File: src/rtl/core/lfps_pkg.sv
// Shared types and constants for the line-follow PID steering block.
// No dependencies.
package lfps_pkg;

    // Configuration register indexes
    localparam logic [1:0] REG_CENTER    = 2'd0;
    localparam logic [1:0] REG_MAX_SPEED = 2'd1;
    localparam logic [1:0] REG_DEAD_END  = 2'd2;
    localparam logic [1:0] REG_BRANCH    = 2'd3;

    localparam int CFG_DATA_W = 12;

    // Register reset values
    localparam logic [11:0] CENTER_RST    = 12'd2000;
    localparam logic [7:0]  MAX_SPEED_RST = 8'd60;
    localparam logic [9:0]  DEAD_END_RST  = 10'd100;
    localparam logic [9:0]  BRANCH_RST    = 10'd200;

    // |err| / 20 as (|err| * 3277) >> 16, exact for |err| < 4096
    localparam logic [11:0] ERR_DIV_MUL   = 12'd3277;
    localparam int          ERR_DIV_SHIFT = 16;

    // |sum| / 10000 as (|sum| * R) >> 42, exact for |sum| < 2^28.
    // Larger sums are clipped: the quotient then swamps any other term and
    // the steering clamps the same way.
    localparam int          SDIV_IN_W  = 28;
    localparam logic [27:0] SDIV_IN_MAX = '1;
    localparam int          SDIV_MUL_W = 29;
    localparam logic [28:0] SDIV_MUL   = 29'd439804652;
    localparam int          SDIV_SHIFT = 42;

    typedef enum logic [1:0] {
        EV_FOLLOW   = 2'd0,
        EV_DEAD_END = 2'd1,
        EV_BRANCH   = 2'd2
    } track_event_t;

endpackage

File: src/rtl/core/line_follow_pid_steering.sv
// Top level of the line-follow PID steering block: error, integral and
// derivative update, track event detection, constant divisions, clamp and motor split.
// Depends on lfps_pkg.
//
// Usage:
//   Input channel (in_valid / in_stall): one line-sensor reading per
//   transaction. Output channel (out_valid / out_stall): one set of motor
//   drives and a track event per input, in order.
//   Configuration: cfg_we writes cfg_wdata into register cfg_index;
//   write only while no reading is in flight.
//   Pipeline: the input stage loads at the accepting edge, then the multiply
//   stage, then the output register, which raises out_valid.
//   Throughput: one reading per cycle while in_stall is low. The error sum
//   and previous error are updated in the cycle a reading is taken, so
//   readings can follow back to back; the two constant divisions are
//   reciprocal multiplies in the second stage.
//   Stall: a stalled output holds its result; the stages behind it keep
//   filling, and in_stall rises only when all three stages hold a result.
//   Reset: registers return to their defaults (center 2000, max speed 60,
//   dead-end level 100, branch level 200), state and pipeline are cleared.
module line_follow_pid_steering
    import lfps_pkg::*;
#(
    parameter int SUM_WIDTH = 32
) (
    input  logic                  clk,
    input  logic                  rst_n,
    input  logic                  cfg_we,
    input  logic [1:0]            cfg_index,
    input  logic [CFG_DATA_W-1:0] cfg_wdata,
    input  logic                  in_valid,
    output logic                  in_stall,
    input  logic [11:0]           line_position,
    input  logic [9:0]            level_far_left,
    input  logic [9:0]            level_left,
    input  logic [9:0]            level_middle,
    input  logic [9:0]            level_right,
    input  logic [9:0]            level_far_right,
    output logic                  out_valid,
    input  logic                  out_stall,
    output logic [7:0]            drive_left,
    output logic [7:0]            drive_right,
    output logic [1:0]            track_event
);

    localparam int MAGX_W = (SUM_WIDTH > SDIV_IN_W) ? SUM_WIDTH : SDIV_IN_W;
    localparam int SPROD_W = SDIV_IN_W + SDIV_MUL_W;

    // Configuration
    logic [11:0] center_reg;
    logic [7:0]  max_speed_reg;
    logic [9:0]  dead_end_reg;
    logic [9:0]  branch_reg;

    // Loop state
    logic signed [12:0]          prev_err_reg;
    logic signed [SUM_WIDTH-1:0] err_sum_reg;

    // Pipeline control
    logic s1_v_reg, s2_v_reg, out_v_reg;
    logic out_ready, s2_ready, s1_ready, accept;

    // Stage 1 payload
    logic signed [12:0]          s1_err_reg;
    logic signed [13:0]          s1_deriv_reg;
    logic signed [SUM_WIDTH-1:0] s1_sum_reg;
    track_event_t                s1_ev_reg;

    // Stage 2 payload
    logic [23:0]         s2_eprod_reg;
    logic                s2_eneg_reg;
    logic [SPROD_W-1:0]  s2_sprod_reg;
    logic                s2_sneg_reg;
    logic signed [14:0]  s2_dterm_reg;
    track_event_t        s2_ev_reg;

    // Output register
    logic [7:0]   drive_left_reg;
    logic [7:0]   drive_right_reg;
    track_event_t ev_out_reg;

    // ---------------- stage 0: input, state update, event
    logic signed [12:0]          err;
    logic signed [13:0]          deriv;
    logic signed [SUM_WIDTH:0]   sum_wide;
    logic signed [SUM_WIDTH-1:0] sum_sat;
    logic                        dead_end, branch;
    track_event_t                ev;

    assign out_ready = !out_v_reg || !out_stall;
    assign s2_ready  = !s2_v_reg || out_ready;
    assign s1_ready  = !s1_v_reg || s2_ready;
    assign in_stall  = !s1_ready;
    assign accept    = in_valid && s1_ready;

    always_comb
    begin
        err      = $signed({1'b0, line_position}) - $signed({1'b0, center_reg});
        deriv    = 14'(err) - 14'(prev_err_reg);
        sum_wide = (SUM_WIDTH+1)'(err_sum_reg) + (SUM_WIDTH+1)'(err);
        if (sum_wide[SUM_WIDTH] != sum_wide[SUM_WIDTH-1])
        begin
            sum_sat = sum_wide[SUM_WIDTH] ? {1'b1, {(SUM_WIDTH-1){1'b0}}}
                                          : {1'b0, {(SUM_WIDTH-1){1'b1}}};
        end
        else
        begin
            sum_sat = sum_wide[SUM_WIDTH-1:0];
        end
        dead_end = (level_left < dead_end_reg) && (level_middle < dead_end_reg)
                   && (level_right < dead_end_reg);
        branch   = (level_far_left > branch_reg) || (level_far_right > branch_reg);
        priority if (dead_end)
            ev = EV_DEAD_END;
        else if (branch)
            ev = EV_BRANCH;
        else
            ev = EV_FOLLOW;
    end

    // ---------------- stage 1: magnitudes and reciprocal multiplies
    logic [11:0]          err_mag;
    logic [SUM_WIDTH-1:0] sum_mag;
    logic [MAGX_W-1:0]    sum_magx;
    logic [SDIV_IN_W-1:0] sum_clip;
    logic signed [15:0]   d3;
    logic signed [15:0]   d3_half;
    logic [23:0]          eprod_next;
    logic [SPROD_W-1:0]   sprod_next;

    always_comb
    begin
        err_mag    = s1_err_reg[12] ? 12'(-s1_err_reg) : 12'(s1_err_reg);
        sum_mag    = s1_sum_reg[SUM_WIDTH-1] ? SUM_WIDTH'(-s1_sum_reg)
                                             : SUM_WIDTH'(s1_sum_reg);
        sum_magx   = MAGX_W'(sum_mag);
        sum_clip   = (sum_magx > MAGX_W'(SDIV_IN_MAX)) ? SDIV_IN_MAX
                                                       : sum_magx[SDIV_IN_W-1:0];
        eprod_next = 24'(err_mag) * 24'(ERR_DIV_MUL);
        sprod_next = SPROD_W'(sum_clip) * SPROD_W'(SDIV_MUL);
        // truncating halve: round negatives up
        d3         = 16'(s1_deriv_reg) * 16'sd3;
        d3_half    = d3[15] ? ((d3 + 16'sd1) >>> 1) : (d3 >>> 1);
    end

    // ---------------- stage 2: quotients, steering sum, clamp, split
    logic [7:0]         eq;
    logic [14:0]        sq;
    logic signed [16:0] steer;
    logic signed [16:0] lim;
    logic signed [16:0] steer_c;
    logic [7:0]         dl_next, dr_next;

    always_comb
    begin
        eq      = s2_eprod_reg[ERR_DIV_SHIFT +: 8];
        sq      = s2_sprod_reg[SDIV_SHIFT +: 15];
        steer   = (s2_eneg_reg ? -17'(eq) : 17'(eq))
                + (s2_sneg_reg ? -17'(sq) : 17'(sq))
                + 17'(s2_dterm_reg);
        lim     = 17'(max_speed_reg);
        priority if (steer > lim)
            steer_c = lim;
        else if (steer < -lim)
            steer_c = -lim;
        else
            steer_c = steer;
        if (steer_c < 0)
        begin
            dl_next = max_speed_reg + steer_c[7:0];
            dr_next = max_speed_reg;
        end
        else
        begin
            dl_next = max_speed_reg;
            dr_next = max_speed_reg - steer_c[7:0];
        end
    end

    // ---------------- registers
    always_ff @(posedge clk or negedge rst_n)
    begin
        if (!rst_n)
        begin
            center_reg    <= CENTER_RST;
            max_speed_reg <= MAX_SPEED_RST;
            dead_end_reg  <= DEAD_END_RST;
            branch_reg    <= BRANCH_RST;
        end
        else if (cfg_we)
        begin
            unique case (cfg_index)
                REG_CENTER:    center_reg    <= cfg_wdata[11:0];
                REG_MAX_SPEED: max_speed_reg <= cfg_wdata[7:0];
                REG_DEAD_END:  dead_end_reg  <= cfg_wdata[9:0];
                REG_BRANCH:    branch_reg    <= cfg_wdata[9:0];
                default:       ;
            endcase
        end
    end

    always_ff @(posedge clk or negedge rst_n)
    begin
        if (!rst_n)
        begin
            prev_err_reg <= '0;
            err_sum_reg  <= '0;
            s1_v_reg     <= 1'b0;
            s2_v_reg     <= 1'b0;
            out_v_reg    <= 1'b0;
        end
        else
        begin
            if (accept)
            begin
                // an event ends the run: integral and history restart
                prev_err_reg <= (ev != EV_FOLLOW) ? '0 : err;
                err_sum_reg  <= (ev != EV_FOLLOW) ? '0 : sum_sat;
            end
            if (s1_ready)
                s1_v_reg <= in_valid;
            if (s2_ready)
                s2_v_reg <= s1_v_reg;
            if (out_ready)
                out_v_reg <= s2_v_reg;
        end
    end

    always_ff @(posedge clk)
    begin
        if (s1_ready)
        begin
            s1_err_reg   <= err;
            s1_deriv_reg <= deriv;
            s1_sum_reg   <= sum_sat;
            s1_ev_reg    <= ev;
        end
        if (s2_ready)
        begin
            s2_eprod_reg <= eprod_next;
            s2_eneg_reg  <= s1_err_reg[12];
            s2_sprod_reg <= sprod_next;
            s2_sneg_reg  <= s1_sum_reg[SUM_WIDTH-1];
            s2_dterm_reg <= d3_half[14:0];
            s2_ev_reg    <= s1_ev_reg;
        end
        if (out_ready)
        begin
            drive_left_reg  <= dl_next;
            drive_right_reg <= dr_next;
            ev_out_reg      <= s2_ev_reg;
        end
    end

    assign out_valid   = out_v_reg;
    assign drive_left  = drive_left_reg;
    assign drive_right = drive_right_reg;
    assign track_event = ev_out_reg;

`ifndef SYNTHESIS
    a_event_clears_state: assert property (@(posedge clk) disable iff (!rst_n)
        (accept && ev != EV_FOLLOW) |=> (err_sum_reg == '0 && prev_err_reg == '0))
        else $error("loop state not cleared after track event");

    a_stall_only_when_full: assert property (@(posedge clk) disable iff (!rst_n)
        in_stall |-> (s1_v_reg && s2_v_reg && out_v_reg && out_stall))
        else $error("input stalled with room in the pipeline");

    a_out_from_stage2: assert property (@(posedge clk) disable iff (!rst_n)
        $rose(out_v_reg) |-> $past(s2_v_reg))
        else $error("result appeared without a stage 2 transaction");
`endif

endmodule
File: config.mk
export PLATFORM = sky130hd
export DESIGN_NAME = line_follow_pid_steering
export DESIGN_NICKNAME = d
export VERILOG_FILES = /design/src/rtl/core/lfps_pkg.sv /design/src/rtl/core/line_follow_pid_steering.sv
export SDC_FILE = /design/constraint.sdc
export NUM_CORES = 2
export LEC_CHECK = 0
export BUFFER_PORTS_ARGS = -buffer_cell sky130_fd_sc_hd__buf_2
export CELL_PAD_IN_SITES_DETAIL_PLACEMENT = 2
export CELL_PAD_IN_SITES_GLOBAL_PLACEMENT = 2
export CORE_ASPECT_RATIO = 1.5
export CORE_UTILIZATION = 30
export CTS_BUF_LIST = sky130_fd_sc_hd__clkbuf_8
export CTS_CLUSTER_SIZE = 25
export DETAILED_ROUTE_END_ITERATION = 12
export PLACE_DENSITY = 0.64
export SLEW_MARGIN = 20
export SYNTH_ARGS = -nofsm -noshare
export SYNTH_HDL_FRONTEND = slang
export SYNTH_SLANG_ARGS = --single-unit
File: constraint.sdc
create_clock -name clk -period 8.3 [get_ports clk]
set_input_delay 0.415 -clock clk [delete_from_list [all_inputs] [get_ports clk]]
set_output_delay 0.415 -clock clk [all_outputs]
set_load 0.02 [all_outputs]
==> summary.txt <==
Die
  • Die width: roughly 270 um
  • Die Area: 109000 um^2
  • Die Y: 404 um
  • Initial Util: 0.302
  • Core Area: 107000 um^2
  • Num ports: 101
  • Num rows: about 150

Global route
  • Gr ovfl total: 0
  • Vias in the first global route: 31400
  • Gr usage total: 0.233
  • Largest net degree at the start of global routing: 55
  • First-pass GRT wire length: approximately 190000 um
  • Initial antenna violation count: 15

Synth
  • Syn_nets: 4353
  • Distinct cells, synth: 84
  • Synth Register Bits: 209
  • Synthesized area: 32400 um^2
  • Sequential area share after synthesis: 0.181
  • Ys flop type: edfxtp_1
  • Post-synth ARST share: 0.421
  • Synth Warn #: 0
  • Syn avg cell area: 9.72 um^2
  • Cell count after synthesis: 3330
  • EDFF count, synth: 121

Clock tree
  • Clock transition at path regs: 0.07 ns
  • CTS max path bufs: 3
  • H-tree level count: 2
  • TritonCTS clock tree: yes
  • Clock sinks: 209
  • Worst skew pair latency: 0.64 ns
  • Num CTS Buffers: 42
  • Clk root buf: clkbuf_8

Worst setup path
  • Startpoint types: flop
  • Slowest cell on crit path: fa_1
  • Crit. End Element: flop
  • Worst setup path class: reg -> reg
  • CP max FO: 8
  • CP max stage delay: 0.63 ns
  • Buf/Inv on CP: 8
  • Critical Path AT: between 9 and 10 ns
  • Most used cell, CP: fa_1
  • Critical path required time: just under 9 ns
  • Worst path top cell family by delay: adder cells

Detailed routing
  • Total wire length: between 100000 and 150000 um
  • Drt first pass iters: 5
  • Vias per inst: 4.95
  • DR vias: approximately 26000
  • Routed wire per std cell: 23.7 um
  • Remaining routing DRC violations: 0
  • DRT iter0 DRCs: ~810
  • Antenna Nets Post-Route: 0

Timing
  • Setup ws final: -0.349 ns
  • Worst Skew: 0.0263 ns
  • Unrepaired setup endpoints after global routing: yes
  • Period minus WS final: 8.65 ns
  • Maximum clock frequency: ~120 MHz
  • Hold Fails Final Rpt: 0
  • Final worst path period share: 1.04
  • Slew HR: 0.271
  • Final Max Slew Viols: 0
  • Setup violators final: 14
  • Worst slew pin tran: between 1 and 1.5 ns

Final layout
  • Final std cells w/o fill: approximately 5300
  • Layout cells sized above 1: 0.223
  • Nets: between 4000 and 5000
  • Final design utilization: 0.374
  • Area grow syn2layout: 23.6%
  • Final instance area: 40000 um^2

Hold path
  • Hold Path Class: in -> reg

Job
  • Max Cap Viol: 0

Placement
  • Number of port buffers: 100
  • Dpl cell area: 37700 um^2
  • Placed Cells: 5201
  • HPWL Detailed: 109000 um
  • Gpl congestion: 0.933
  • DP Worst Slack: -0.765 ns

Status
  • Failing checks: setup timing
  • Run status: complete, but fails checks
-- synthesized netlist by cell type, drive strengths merged, types with 15 or more instances --
library cell,number,area (um^2)
nand2b,25,156
a22o,39,342
xor2,84,736
a21o,76,571
nor2,128,488
mux2,33,372
dfrtp,72,1800
and3,18,118
nand3,35,175
clkbuf,41,154
o31ai,33,258
fa,391,7830
xnor2,93,815
a21oi,110,551
o211ai,16,125
edfxtp,121,3630
o21a,28,210
o21ai,131,656
inv,759,2850
o21bai,16,120
and2,15,93.8
ha,551,6890
a31oi,16,115
dfstp,16,420
nand2,189,709
nor3,52,270
a211oi,21,158
nor2b,24,150
or3,15,93.8
nand4,22,138
-- per-stage QoR --
stage | hold WS [ns] | setup TNS (ns)
final | 0.0511 | -2.27
after floorplan | 0.119 | 0
after global routing | 0.0490 | -6.25
after CTS | 0.00533 | -2.62
after detailed placement | 0.418 | -8.54
after global placement | 0.408 | -6.23
-- path summary, 6_finish.rpt --
| path | startpoint | to | slack, ns | cells past startpoint |
|---|---|---|---|---|
| min in group asynchronous | rst_n | err_sum_reg[9] | 0.31 | 2 |
| max reg2reg | s1_sum_reg[1] | s2_sprod_reg[53] | -0.35 | 32 |
| max in group asynchronous | rst_n | max_speed_reg[0] | 6.62 | 3 |
| max | s1_sum_reg[1] | s2_sprod_reg[53] | -0.35 | 32 |
| min | cfg_wdata[8] | center_reg[8] | 0.05 | 3 |
| min reg2reg | s2_ev_reg[0] | track_event[0] | 0.43 | 0 |
-- cell families (layout without fill, tap and decap cells) --
group                    Yosys count  count (layout)  share of synthesized area
adder cells (fa/ha/maj)          942             942                      0.455
buffers and inverters            806            1378                     0.0937
AO/OA/AOI/OAI                    582             582                      0.123
AND/OR/NAND/NOR                  573             573                     0.0862
flip-flops                       209             209                      0.181
XOR/XNOR                         177             177                     0.0479
multiplexers                      41              41                     0.0140
other                              0               6                          0
-- layout make-up --
type / count / area, um^2
Clock buffer: 43 / 592
Multi-Input combinational cell: 2315 / 24600
Antenna cell: 6 / 15.0
Inverter: 759 / 2880
Timing Repair Buffer: 542 / 4010
Clock inverter: 34 / 302
Sequential cell: 209 / 5860
Tap cell: 1415 / 1770
Fill cell: 11800 / 67000
-- worst reg2reg max path: cells and delay by family, from the launching register on --
| family | cells | cell delay (ns) |
|---|---|---|
| XOR/XNOR | 1 | 0.15 |
| adder cells (fa/ha/maj) | 9 | 3.80 |
| AO/OA/AOI/OAI | 3 | 1.03 |
| flip-flops | 1 | 0.42 |
| AND/OR/NAND/NOR | 11 | 2.19 |
| buffers and inverters | 8 | 0.82 |
-- timing repair --
item / in CTS / in global routing
endpoints found under the hold margin: 37 / 0
resized for setup: 158 / 78
cloned: 1 / 0
hold buffers: 4 / 0
endpoints found under the setup margin: 15 / 19
pin swaps: 43 / 90
buffers inserted: 21 / 16
-- per-layer routing --
layer / global-route usage / share of wire / up-vias
met2: 0.485 / 0.58 / 431
met1: 0.217 / 0.33 / 13500
met4: 0.124 / 0.066 / 0
met3: 0.0217 / 0.023 / 258
li1: - / - / 12200
met5: 0 / 0 / -
-- placed cells by master, fill, tap and decap left out, types with 48 or more instances in the layout --
cell        n
buf_4     416
buf_2      99
ha_1      509
xor2_1     81
a21o_1     76
o21ai_0   119
xnor2_1    91
nor3_1     48
edfxtp_1  121
nand2_1   160
inv_1     732
fa_1      371
nor2_1    122
dfrtp_1    72
a21oi_1    98
Power is left out: the tool's default activity adds up to more than one toggle a clock period on the data nets, which glitch-free logic cannot reach.
